--- config.mk ---
export PLATFORM = sky130hd
export DESIGN_NAME = line_follow_steering_pid_core
export DESIGN_NICKNAME = d
export VERILOG_FILES = /design/src/lfsp_pkg.sv /design/src/line_follow_steering_pid_core.sv /design/src/lfsp_fifo.sv /design/src/lfsp_front.sv /design/src/lfsp_back.sv
export SDC_FILE = /design/constraint.sdc
export NUM_CORES = 2
export LEC_CHECK = 0
export BUFFER_PORTS_ARGS = -buffer_cell sky130_fd_sc_hd__buf_2
export CAP_MARGIN = 20
export CORE_MARGIN = 8
export CORE_UTILIZATION = 50
export CTS_CLUSTER_DIAMETER = 200
export CTS_CLUSTER_SIZE = 25
export DETAILED_ROUTE_END_ITERATION = 7
export GPL_TIMING_DRIVEN = 0
export PLACE_DENSITY = 0.69
export SLEW_MARGIN = 20
export SYNTH_ARGS = -nofsm -noshare
export SYNTH_HDL_FRONTEND = slang
export SYNTH_SLANG_ARGS = --single-unit
--- constraint.sdc ---
create_clock -name clk_i -period 6.1 [get_ports clk_i]
set_clock_uncertainty 0.1 [all_clocks]
set_input_delay 0.915 -clock clk_i [delete_from_list [all_inputs] [get_ports clk_i]]
set_output_delay 0.915 -clock clk_i [all_outputs]
set_load 0.005 [all_outputs]
--- src/lfsp_pkg.sv ---
// Shared types and constants for the line-follow steering PID core.
// No dependencies; used by the top level, front and back of the core.
package lfsp_pkg;

  localparam int CFG_INDEX_WIDTH = 3;
  localparam int CFG_DATA_WIDTH  = 20;

  typedef enum logic [CFG_INDEX_WIDTH-1:0] {
    REG_SERVO_CENTER         = 3'd0,
    REG_DERIVATIVE_GAIN      = 3'd1,
    REG_INTEGRAL_GAIN        = 3'd2,
    REG_UNCERTAINTY_LIMIT    = 3'd3,
    REG_FRAMES_BEFORE_FINISH = 3'd4
  } reg_e;

  localparam logic [15:0] SERVO_CENTER_RST = 16'd1500;
  localparam logic [7:0]  UNC_LIMIT_RST    = 8'd20;
  localparam logic [19:0] FRAMES_RST       = 20'd3000;

  localparam logic [6:0] POS_CENTER  = 7'd64;
  localparam logic [6:0] NEAR_LIMIT  = 7'd32;
  localparam logic [2:0] NEAR_SPEED  = 3'd5;
  localparam logic [2:0] FAR_GAIN    = 3'd5;
  localparam logic [2:0] FAR_SPEED   = 3'd3;
  localparam logic [9:0] BAD_MAX     = 10'd1023;
  localparam logic [9:0] BAD_FINISH  = 10'd1000;

  typedef struct packed {
    logic [15:0] servo_center;
    logic [7:0]  derivative_gain;
    logic [7:0]  integral_gain;
    logic [7:0]  uncertainty_limit;
    logic [19:0] frames_before_finish;
  } cfg_t;

  // Classified frame handed from front to back (error sum travels beside it).
  typedef struct packed {
    logic signed [7:0] err;
    logic signed [8:0] deriv;
    logic [2:0]        gain;
    logic [2:0]        speed;
    logic              armed;
    logic [9:0]        bad;
  } item_t;

endpackage

--- src/line_follow_steering_pid_core.sv ---
// Top level of the line-follow steering PID core: config registers, front,
// queue and back. Depends on lfsp_pkg, lfsp_front, lfsp_fifo, lfsp_back.
//
//   channel   dir  handshake                  payload
//   s_axis    in   s_axis_tvalid/tready       one camera frame
//   m_axis    out  m_axis_tvalid/tready       one steering result per frame
//   cfg       in   cfg_valid/cfg_ready        register index and data
//
// One frame per cycle sustained while the output accepts; a result is offered once it
// has passed through the queue, then the product and output registers.
// Reset clears config, queue pointers, controller and valid state at once; no clearing pass.
// The four-entry queue lets input transfers continue while the output stalls;
// input stalls only when the queue fills. cfg_ready_o is always high.
module line_follow_steering_pid_core #(
  parameter int SUM_WIDTH         = 24,
  parameter int FRAME_COUNT_WIDTH = 20
) (
  input  logic        clk_i,
  input  logic        rst_ni,
  input  logic        s_axis_tvalid_i,
  output logic        s_axis_tready_o,
  // [6:0] line_position, [14:7] uncertainty, [21:15] far_position,
  // [22] stop_line_seen, [23] zero
  input  logic [23:0] s_axis_tdata_i,
  output logic        m_axis_tvalid_o,
  input  logic        m_axis_tready_i,
  // [15:0] servo_command, [18:16] speed_target, [19] finish_armed,
  // [29:20] invalid_count, [31:30] zero
  output logic [31:0] m_axis_tdata_o,
  input  logic        cfg_valid_i,
  output logic        cfg_ready_o,
  input  logic [lfsp_pkg::CFG_INDEX_WIDTH-1:0] cfg_index_i,
  input  logic [lfsp_pkg::CFG_DATA_WIDTH-1:0]  cfg_data_i
);

  localparam int QW = $bits(lfsp_pkg::item_t) + SUM_WIDTH;

  lfsp_pkg::cfg_t         cfg_q;
  lfsp_pkg::item_t        f_item, b_item;
  logic [SUM_WIDTH-1:0]   f_sum, b_sum;
  logic                   push, pop, q_valid, q_full;
  logic [QW-1:0]          q_out;
  logic [15:0]            servo_command;
  logic [2:0]             speed_target;
  logic                   finish_armed;
  logic [9:0]             invalid_count;

  assign cfg_ready_o     = 1'b1;
  assign s_axis_tready_o = !q_full;

  always_ff @(posedge clk_i or negedge rst_ni) begin
    if (!rst_ni) begin
      cfg_q.servo_center         <= lfsp_pkg::SERVO_CENTER_RST;
      cfg_q.derivative_gain      <= '0;
      cfg_q.integral_gain        <= '0;
      cfg_q.uncertainty_limit    <= lfsp_pkg::UNC_LIMIT_RST;
      cfg_q.frames_before_finish <= lfsp_pkg::FRAMES_RST;
    end else if (cfg_valid_i) begin
      case (lfsp_pkg::reg_e'(cfg_index_i))
        lfsp_pkg::REG_SERVO_CENTER:         cfg_q.servo_center <= cfg_data_i[15:0];
        lfsp_pkg::REG_DERIVATIVE_GAIN:      cfg_q.derivative_gain <= cfg_data_i[7:0];
        lfsp_pkg::REG_INTEGRAL_GAIN:        cfg_q.integral_gain <= cfg_data_i[7:0];
        lfsp_pkg::REG_UNCERTAINTY_LIMIT:    cfg_q.uncertainty_limit <= cfg_data_i[7:0];
        lfsp_pkg::REG_FRAMES_BEFORE_FINISH: cfg_q.frames_before_finish <= cfg_data_i;
        default: ;
      endcase
    end
  end

  lfsp_front #(
    .SUM_WIDTH         (SUM_WIDTH),
    .FRAME_COUNT_WIDTH (FRAME_COUNT_WIDTH)
  ) u_front (
    .clk_i            (clk_i),
    .rst_ni           (rst_ni),
    .cfg_i            (cfg_q),
    .in_valid_i       (s_axis_tvalid_i),
    .in_ready_i       (s_axis_tready_o),
    .line_position_i  (s_axis_tdata_i[6:0]),
    .uncertainty_i    (s_axis_tdata_i[14:7]),
    .far_position_i   (s_axis_tdata_i[21:15]),
    .stop_line_seen_i (s_axis_tdata_i[22]),
    .push_o           (push),
    .item_o           (f_item),
    .sum_o            (f_sum)
  );

  lfsp_fifo #(
    .WIDTH (QW),
    .DEPTH (4)
  ) u_fifo (
    .clk_i   (clk_i),
    .rst_ni  (rst_ni),
    .push_i  (push),
    .data_i  ({f_sum, f_item}),
    .pop_i   (pop),
    .data_o  (q_out),
    .valid_o (q_valid),
    .full_o  (q_full)
  );

  assign b_item = q_out[$bits(lfsp_pkg::item_t)-1:0];
  assign b_sum  = q_out[QW-1:$bits(lfsp_pkg::item_t)];

  lfsp_back #(
    .SUM_WIDTH (SUM_WIDTH)
  ) u_back (
    .clk_i           (clk_i),
    .rst_ni          (rst_ni),
    .cfg_i           (cfg_q),
    .fifo_valid_i    (q_valid),
    .item_i          (b_item),
    .sum_i           (b_sum),
    .pop_o           (pop),
    .out_valid_o     (m_axis_tvalid_o),
    .out_ready_i     (m_axis_tready_i),
    .servo_command_o (servo_command),
    .speed_target_o  (speed_target),
    .finish_armed_o  (finish_armed),
    .invalid_count_o (invalid_count)
  );

  assign m_axis_tdata_o = {2'b00, invalid_count, finish_armed, speed_target, servo_command};

endmodule

--- src/lfsp_fifo.sv ---
// Short register queue between front and back of the steering core.
// Depends on nothing.
module lfsp_fifo #(
  parameter int WIDTH = 8,
  parameter int DEPTH = 4
) (
  input  logic             clk_i,
  input  logic             rst_ni,
  input  logic             push_i,
  input  logic [WIDTH-1:0] data_i,
  input  logic             pop_i,
  output logic [WIDTH-1:0] data_o,
  output logic             valid_o,
  output logic             full_o
);

  localparam int PW = (DEPTH > 1) ? $clog2(DEPTH) : 1;
  localparam int CW = $clog2(DEPTH + 1);

  logic [WIDTH-1:0] mem_q [DEPTH];
  logic [PW-1:0]    wr_q, wr_d, rd_q, rd_d;
  logic [CW-1:0]    cnt_q, cnt_d;
  logic             do_push, do_pop;

  assign full_o  = (cnt_q == CW'(DEPTH));
  assign valid_o = (cnt_q != '0);
  assign data_o  = mem_q[rd_q];
  assign do_push = push_i && !full_o;
  assign do_pop  = pop_i && valid_o;

  always_comb begin
    wr_d  = wr_q;
    rd_d  = rd_q;
    cnt_d = cnt_q;
    if (do_push) begin
      wr_d = (wr_q == PW'(DEPTH - 1)) ? '0 : wr_q + 1'b1;
    end
    if (do_pop) begin
      rd_d = (rd_q == PW'(DEPTH - 1)) ? '0 : rd_q + 1'b1;
    end
    if (do_push && !do_pop) begin
      cnt_d = cnt_q + 1'b1;
    end else if (do_pop && !do_push) begin
      cnt_d = cnt_q - 1'b1;
    end
  end

  always_ff @(posedge clk_i or negedge rst_ni) begin
    if (!rst_ni) begin
      wr_q  <= '0;
      rd_q  <= '0;
      cnt_q <= '0;
    end else begin
      wr_q  <= wr_d;
      rd_q  <= rd_d;
      cnt_q <= cnt_d;
    end
  end

  always_ff @(posedge clk_i) begin
    if (do_push) begin
      mem_q[wr_q] <= data_i;
    end
  end

  a_cnt_bound: assert property (@(posedge clk_i) disable iff (!rst_ni)
    cnt_q <= CW'(DEPTH))
    else $error("queue count beyond depth");

endmodule

--- src/lfsp_front.sv ---
// Front end: takes camera frames, validates position, schedules gain and
// speed, updates PID and frame state. Depends on lfsp_pkg.
module lfsp_front #(
  parameter int SUM_WIDTH         = 24,
  parameter int FRAME_COUNT_WIDTH = 20
) (
  input  logic                  clk_i,
  input  logic                  rst_ni,
  input  lfsp_pkg::cfg_t        cfg_i,
  input  logic                  in_valid_i,
  input  logic                  in_ready_i,
  input  logic [6:0]            line_position_i,
  input  logic [7:0]            uncertainty_i,
  input  logic [6:0]            far_position_i,
  input  logic                  stop_line_seen_i,
  output logic                  push_o,
  output lfsp_pkg::item_t       item_o,
  output logic [SUM_WIDTH-1:0]  sum_o
);

  localparam int S  = SUM_WIDTH;
  localparam int F  = FRAME_COUNT_WIDTH;
  localparam int CW = (F > 20) ? F : 20;

  logic [6:0]          held_q, held_d;
  logic signed [7:0]   perr_q, perr_d;
  logic signed [S-1:0] sum_q, sum_d;
  logic [9:0]          bad_q, bad_d;
  logic [F-1:0]        fc_q, fc_d;

  logic                accept, pos_ok, armed;
  logic [6:0]          far_off, pos;
  logic [2:0]          gain, speed;
  logic [F-1:0]        fc_inc;
  logic signed [7:0]   err;
  logic signed [8:0]   deriv;
  logic signed [S:0]   sum_ext;

  assign accept = in_valid_i && in_ready_i;
  assign push_o = accept;

  always_comb begin
    far_off = (far_position_i >= lfsp_pkg::POS_CENTER) ? far_position_i - lfsp_pkg::POS_CENTER
                                                       : lfsp_pkg::POS_CENTER - far_position_i;
    if (far_off < lfsp_pkg::NEAR_LIMIT) begin
      gain  = 3'd1 + {1'b0, far_off[4:3]};
      speed = lfsp_pkg::NEAR_SPEED - {2'b00, far_off[4]};
    end else begin
      gain  = lfsp_pkg::FAR_GAIN;
      speed = lfsp_pkg::FAR_SPEED;
    end

    fc_inc = (fc_q == {F{1'b1}}) ? fc_q : fc_q + 1'b1;
    fc_d   = fc_inc;

    pos_ok = uncertainty_i < cfg_i.uncertainty_limit;
    if (pos_ok) begin
      pos    = line_position_i;
      held_d = line_position_i;
      bad_d  = '0;
    end else begin
      pos    = held_q;
      held_d = held_q;
      bad_d  = (bad_q < lfsp_pkg::BAD_MAX) ? bad_q + 1'b1 : bad_q;
    end

    if (stop_line_seen_i && (CW'(fc_inc) >= CW'(cfg_i.frames_before_finish))) begin
      bad_d = lfsp_pkg::BAD_FINISH;
      fc_d  = '0;
    end
    armed = CW'(fc_d) >= CW'(cfg_i.frames_before_finish);

    err    = $signed({1'b0, lfsp_pkg::POS_CENTER}) - $signed({1'b0, pos});
    deriv  = $signed({err[7], err}) - $signed({perr_q[7], perr_q});
    perr_d = err;

    sum_ext = $signed({sum_q[S-1], sum_q}) + $signed({{(S - 7){err[7]}}, err});
    if (sum_ext[S] != sum_ext[S-1]) begin
      sum_d = sum_ext[S] ? $signed({1'b1, {(S - 1){1'b0}}}) : $signed({1'b0, {(S - 1){1'b1}}});
    end else begin
      sum_d = sum_ext[S-1:0];
    end
  end

  always_comb begin
    item_o.err   = err;
    item_o.deriv = deriv;
    item_o.gain  = gain;
    item_o.speed = speed;
    item_o.armed = armed;
    item_o.bad   = bad_d;
    sum_o        = sum_d;
  end

  always_ff @(posedge clk_i or negedge rst_ni) begin
    if (!rst_ni) begin
      held_q <= lfsp_pkg::POS_CENTER;
      perr_q <= '0;
      sum_q  <= '0;
      bad_q  <= '0;
      fc_q   <= '0;
    end else if (accept) begin
      held_q <= held_d;
      perr_q <= perr_d;
      sum_q  <= sum_d;
      bad_q  <= bad_d;
      fc_q   <= fc_d;
    end
  end

endmodule

--- src/lfsp_back.sv ---
// Back end: multiplies PID terms, sums and saturates the servo command,
// holds the result register. Depends on lfsp_pkg.
module lfsp_back #(
  parameter int SUM_WIDTH = 24
) (
  input  logic                 clk_i,
  input  logic                 rst_ni,
  input  lfsp_pkg::cfg_t       cfg_i,
  input  logic                 fifo_valid_i,
  input  lfsp_pkg::item_t      item_i,
  input  logic [SUM_WIDTH-1:0] sum_i,
  output logic                 pop_o,
  output logic                 out_valid_o,
  input  logic                 out_ready_i,
  output logic [15:0]          servo_command_o,
  output logic [2:0]           speed_target_o,
  output logic                 finish_armed_o,
  output logic [9:0]           invalid_count_o
);

  localparam int S    = SUM_WIDTH;
  localparam int CMDW = S + 11;
  localparam logic signed [CMDW-1:0] CMD_MAX = CMDW'(32767);
  localparam logic signed [CMDW-1:0] CMD_MIN = CMDW'(-32768);

  logic                 adv;
  logic                 s1_v_q, out_v_q;
  logic signed [11:0]   pg_q, pg_d;
  logic signed [17:0]   pd_q, pd_d;
  logic signed [S+8:0]  pi_q, pi_d;
  logic [2:0]           s1_speed_q;
  logic                 s1_armed_q;
  logic [9:0]           s1_bad_q;
  logic signed [CMDW-1:0] total;
  logic [15:0]          cmd_d, cmd_q;
  logic [2:0]           speed_q;
  logic                 armed_q;
  logic [9:0]           bad_q;

  assign adv   = !out_v_q || out_ready_i;
  assign pop_o = adv && fifo_valid_i;

  always_comb begin
    pg_d = $signed({1'b0, item_i.gain}) * item_i.err;
    pd_d = $signed({1'b0, cfg_i.derivative_gain}) * item_i.deriv;
    pi_d = $signed({1'b0, cfg_i.integral_gain}) * $signed(sum_i);
  end

  always_comb begin
    total = CMDW'(pi_q) + CMDW'(pd_q) + CMDW'(pg_q)
          + CMDW'($signed({1'b0, cfg_i.servo_center}));
    if (total > CMD_MAX) begin
      cmd_d = 16'h7fff;
    end else if (total < CMD_MIN) begin
      cmd_d = 16'h8000;
    end else begin
      cmd_d = total[15:0];
    end
  end

  always_ff @(posedge clk_i or negedge rst_ni) begin
    if (!rst_ni) begin
      s1_v_q  <= 1'b0;
      out_v_q <= 1'b0;
    end else if (adv) begin
      s1_v_q  <= fifo_valid_i;
      out_v_q <= s1_v_q;
    end
  end

  always_ff @(posedge clk_i) begin
    if (adv) begin
      pg_q       <= pg_d;
      pd_q       <= pd_d;
      pi_q       <= pi_d;
      s1_speed_q <= item_i.speed;
      s1_armed_q <= item_i.armed;
      s1_bad_q   <= item_i.bad;
      cmd_q      <= cmd_d;
      speed_q    <= s1_speed_q;
      armed_q    <= s1_armed_q;
      bad_q      <= s1_bad_q;
    end
  end

  assign out_valid_o     = out_v_q;
  assign servo_command_o = cmd_q;
  assign speed_target_o  = speed_q;
  assign finish_armed_o  = armed_q;
  assign invalid_count_o = bad_q;

  a_pop_valid: assert property (@(posedge clk_i) disable iff (!rst_ni)
    pop_o |-> fifo_valid_i)
    else $error("pop without queued item");

  a_s1_moves: assert property (@(posedge clk_i) disable iff (!rst_ni)
    (adv && s1_v_q) |=> out_v_q)
    else $error("product stage lost an item");

  a_s1_holds: assert property (@(posedge clk_i) disable iff (!rst_ni)
    (!adv && s1_v_q) |=> ($stable(s1_v_q) && $stable(pi_q) && $stable(s1_bad_q)))
    else $error("product stage changed under stall");

endmodule

### Yosys cells after proc, flatten, opt, wreduce, memory -nomap -nowiden

Memory sizes are Yosys's and may differ from the RTL's.
Cells that the tools add are included.

* bits in writable memories: 232
* bits of input ports: 52
* word-level logic and storage cells: 100
* register bits after elaboration: 245
* memories: 1

Memories
* u_fifo.mem_q: words 4, bits a word 58, read ports 1, clocked after Yosys merged registers in 0, write ports 1, line lfsp_fifo.sv:20 `logic [WIDTH-1:0] mem_q [DEPTH];`

* reduce and logical (&&, ||, !) cells: 20
* $mul: 3
* muxes and demuxes: 18
* $add $sub $neg: 16
* equality and inequality tests: 9
* order comparisons: 8

Operators with widths (count)
* 24-bit 2-to-1 mux: 2
* 20-bit >= comparator: 2
* 20-bit 2-to-1 mux: 2
* 34-bit by 12-bit adder with 35-bit output: 1
* 35-bit by 17-bit adder with 35-bit output: 1
* 35-bit by 16-bit > comparator with 1-bit output, second input constant: 1
* 35-bit by 16-bit < comparator with 1-bit output, second input constant: 1
* 33-bit by 18-bit adder with 34-bit output: 1
* 9-bit by 24-bit multiplier with 33-bit output: 1
* 10-bit 2-to-1 mux: 3
* 24-bit by 8-bit adder with 25-bit output: 1
* 20-bit by 1-bit adder with 20-bit output, second input constant: 1
* 20-bit == test, second input constant: 1
* 9-bit by 9-bit multiplier with 18-bit output: 1
* 16-bit 2-to-1 mux: 1
* 7-bit 2-to-1 mux: 2
* 4-bit by 8-bit multiplier with 12-bit output: 1
* 3-bit 2-to-1 mux: 4
* 10-bit by 1-bit adder with 10-bit output, second input constant: 1
* 10-bit < comparator, second input constant: 1
* 2-bit AND reduction: 5
* 8-bit by 8-bit subtractor with 9-bit output: 1
* 8-bit < comparator: 1
* 7-bit by 7-bit subtractor with 8-bit output, first input constant: 1
* other kinds (22): 37

### Longest topological paths before layout

* word-level depth: 8
* mapped depth: 30
* depth with buffers taken out: 27

### Hierarchy

Synthesis repeated with hierarchy kept, for this count alone.

* cells, all modules: 3055
* area total of the unflattened synthesis: 35117.4 um^2

By module, submodules not included
* lfsp_back: instances 1, cells an instance 1729, area each 16908.7 um^2
* lfsp_fifo: instances 1, cells an instance 341, area each 8899.8 um^2
* lfsp_front: instances 1, cells an instance 848, area each 6969.2 um^2
* line_follow_steering_pid_core: instances 1, cells an instance 137, area each 2339.7 um^2

### Worst setup path before layout

No wires, ideal clock.

* kind: register to register
* from: register u_fifo.rd_q[0]
* to: register u_back.pi_q[32] (data pin)
* data arrival time: 6.272 ns
* required time: 5.735 ns
* buffers on the path: 2
* stages on the path, launching flop included: 21
* period minus slack after synthesis: 6.637 ns
* setup slack: -0.537 ns
* path through: dfrtp_1 -> clkbuf_1 -> buf_1 -> mux4_2 -> and2_1 -> fa_1 -> fa_1 -> inv_1 -> fa_1 -> inv_1 -> fa_1 -> ha_1 -> a211o_1 -> nor3_1 -> a21oi_1 -> a311o_1 -> a41oi_1 -> nand2_1 -> a31o_2 -> a221oi_1 -> xnor2_1

* word-level cells in the longest chain between the ends: 2

Ends and longest elaborated chain
* from (decl): line lfsp_fifo.sv:21 `logic [PW-1:0] wr_q, wr_d, rd_q, rd_d;`
* from (signal assigned): line lfsp_fifo.sv:55 `rd_q <= rd_d;`
* memory read 4 x 58 bit
* 9-bit by 24-bit multiplier with 33-bit output: line lfsp_back.sv:46 `pi_d = $signed({1'b0, cfg_i.integral_gain}) * $signed(sum_i);`
* named net u_back.pi_d[32]: line lfsp_back.sv:30 `logic signed [S+8:0] pi_q, pi_d;`
* to (signal assigned): line lfsp_back.sv:75 `pi_q <= pi_d;`
* to (decl): line lfsp_back.sv:30

The timed path passes the listed nets, and every way through them passes these cells.
A chain may end at the register's enable or synchronous reset.

### Worst setup path in the final report

Same ends and word-level chain as after synthesis.

==> summary.md <==
| Metric | Value |
|---|---|
| Vias in the first global route | 22480 |
| Final WS setup | -0.08303 ns |
| Cells after Synth | 3051 |
| 1st-pass router iterations | 7 |
| Die H | 277.7 um |
| FF+latch count, synth | 476 |
| Syn. warnings | 0 |
| Initial core utilization | 50.19% |
| Final period util | 101.4% |
| Initial DRC count | 1515 |
| Core region area | 68230 um2 |
| Clock slew at reported path FFs | 0.11 ns |
| Initial antenna violation count | 4 |
| CTS Buf Count | 23 |
| First-pass GRT wire length | 119600 um |
| Layout cell share with drive strength beyond 1 | 17.24% |
| Die area | 77110 um2 |
| Drc violations | 0 |
| Final core utilization | 56.63% |
| Clock sink count | 476 |
| Post-Route WL | 74390 um |
| Critical path, cell by cell | clkbuf_16 > buf_12 > mux4_2 > buf_6 > and2_4 > fa_2 > fa_1 > inv_1 > fa_1 > inv_2 > fa_2 > ha_4 > a211o_1 > nor3_4 > nand3_2 > a311o_1 > a41oi_2 > nand2_1 > a31o_4 > a221oi_2 > xnor2_1 |
| Row count | 96 |
| Slew of the pin with the lowest slew margin | 0.9978 ns |
| EDFF count, synth | 339 |
| GRT Total Usage | 19.08% |
| CP Class | register to register |
| Rel. slew slack | 33.48% |
| Clock buffer depth | 3 |
| Fraction of registers with async set/reset | 28.78% |
| Wirelength per Cell | 17.83 um |
| Failing checks | negative setup slack |
| Area after DPL | 36050 um2 |
| Sequential-to-total area share from yosys stat | 39.81% |
| # fillers | 5672 |
| Largest net degree at the start of global routing | 70 |
| Final instance area | 38630 um2 |
| Total vias in the final route | 22400 |
| Post-DRT Antenna Nets | 0 |
| Post-Syn Area | 34240 um2 |
| Slowest stage delay, CP | 0.58 ns |
| RSZ-0062 raised after global routing | true |
| Critical Path AT | 6.41 ns |
| Final setup violation count | 4 |
| Root Driver | clkbuf_16 |
| Setup crit end kind | register |
| Syn-to-layout area delta | 12.84% |
| Worst path slowest cell | mux4_2 |
| Hold Crit Class | primary input to asynchronous set/reset pin |
| Most used DFF post-synth | edfxtp_1 |
| Max FO, Critical Path | 6 |
| Clk Latency, worst-skew pair | 0.59 ns |
| Max Fclk | 161.7 MHz |
| CP Launch Type | register |
| Status | finished with violations |
| Nets | 3858 |
| DR vias/cell | 5.370 |
| Fin. Hold Viols | 0 |
| Worst path required time | 6.33 ns |
| CTS tree | yes |
| H-tree Lvls | 1 |
| Post-DP HPWL | 55860 um |
| Synth cell types | 78 |
| GP Congestion | 0.8985 |
| Post-route minimum period | 6.183 ns |
| Port Buffers | 82 |
| Worst R2R Path Depth | 21 |
| Slew Viols, Final | 0 |
| Final global-route overflow total | 0 |
| Mean post-synth cell area | 11.22 um2 |
| Die X | 277.7 um |
| Max_cap viols | 0 |
| Num ports | 87 |
[area by class of cell]
cell class,count,area (um2),share of cell area (%)
multi-input cells,2036,19460,50.36
flip-flops and latches,476,13630,35.29
inverters,451,1693,4.382
repair buffers,200,1510,3.909
well taps,882,1104,2.856
clock buffers,39,635.6,1.645
plain buffers,84,531.8,1.376
clock inverters,3,67.56,0.1749
diodes,1,2.502,0.006477
[worst paths after layout]
| path | slack [ns] | endpoint | start |
|---|---|---|---|
| max in group asynchronous | 4.96 | u_front.held_q[6]$_DFFE_PN1P_ | rst_ni |
| min reg2reg | 0.33 | u_back.invalid_count_o[0]$_DFFE_PN_ | u_back.s1_bad_q[0]$_DFFE_PN_ |
| max | -0.08 | u_back.pi_q[32]$_DFFE_PN_ | u_fifo.rd_q[0]$_DFFE_PN0P_ |
| min | 0.14 | u_front.fc_q[13]$_DFFE_PN0P_ | rst_ni |
| max reg2reg | -0.08 | u_back.pi_q[32]$_DFFE_PN_ | u_fifo.rd_q[0]$_DFFE_PN0P_ |
| min in group clk_i | 0.33 | u_back.invalid_count_o[0]$_DFFE_PN_ | u_back.s1_bad_q[0]$_DFFE_PN_ |
[cell usage after synthesis, drive strengths merged (45+ instances only)]
cell type,count,area (um2)
dfrtp,120,3003
mux4,58,1306
clkbuf,62,232.7
fa,253,5065
xnor2,94,823.3
mux2,45,506.7
nor2,136,510.5
and2,172,1076
ha,281,3516
inv,451,1693
o21ai,135,713.2
nand2,284,1066
edfxtp,339,10180
a21oi,111,555.5
a21o,54,405.4
[routing by layer]
layer	share of wire (%)	wire (um)	GRT usage, %	vias to the layer above
met4	2.8	2068	4.960	2
met5	0.017	13	0	-
met1	46	34250	26.98	11060
met3	4.7	3508	2.000	98
li1	-	-	-	10740
met2	46	34560	31.38	505
[critical path: cells and delay by family, from the launching register on]
kind                     cells  cell delay, ns
adder cells (fa/ha/maj)      5            2.13
AO/OA/AOI/OAI                5            1.47
multiplexers                 1            0.58
buffers and inverters        5            0.56
AND/OR/NAND/NOR              4            0.56
flip-flops                   1            0.40
XOR/XNOR                     1            0.13
[state kept, by name, summed over array words and instances, names as in the netlist]
register and flops:
cfg_q 60, u_back.finish_armed_o 1, u_back.invalid_count_o 10, u_back.out_valid_o 1
u_back.pd_q 18, u_back.pg_q 12, u_back.pi_q 33, u_back.s1_armed_q 1
u_back.s1_bad_q 10, u_back.s1_speed_q 3, u_back.s1_v_q 1, u_back.servo_command_o 16
u_back.speed_target_o 3, u_fifo.cnt_q 3, u_fifo.mem_q 232, u_fifo.rd_q 2
u_fifo.wr_q 2, u_front.bad_q 10, u_front.fc_q 20, u_front.held_q 6
u_front.perr_q 8, u_front.sum_q 24
[repair_timing]
item	4_1_cts	5_1_grt
gates cloned	1	0
hold buffers	0	0
pin swaps	47	96
setup endpoints to repair	144	130
buffers inserted	68	42
gates resized for setup	136	104
[cell families after synthesis]
family,count (synthesis),share of synthesized area [%]
AO/OA/AOI/OAI,441,8.284
XOR/XNOR,138,3.530
adder cells (fa/ha/maj),536,25.12
buffers and inverters,540,6.048
flip-flops,476,39.81
multiplexers,115,5.646
other,2,0.02193
AND/OR/NAND/NOR,803,11.54
[cells in the final DEF (no fill, tap or decap), types with 81 or more instances in the layout]
cell	count
a21oi_1	94
nor2_1	119
fa_1	240
buf_4	106
nand2_1	274
buf_2	81
o21ai_0	103
dfrtp_1	116
inv_1	444
ha_1	258
edfxtp_1	339
xnor2_1	88
and2_1	159
[per-stage QoR]
stage / worst slack (ns) / TNS [ns] / hold slack [ns] / instances
after CTS: -0.0005982 / -0.0005982 / 0.1602 / 4130
after detailed placement: -1.474 / -159.75 / 0.3073 / 4023
final: -0.08303 / -0.2421 / 0.1416 / 4172
after global routing: -0.3083 / -1.921 / 0.1767 / 4172
after global placement: -1.480 / -159.44 / 0.3101 / 4016
after floorplan: -0.02348 / -0.02348 / 0.3003 / 3052
Power is left out: the tool's default activity adds up to more than one toggle a clock period on the data nets, which glitch-free logic cannot reach.
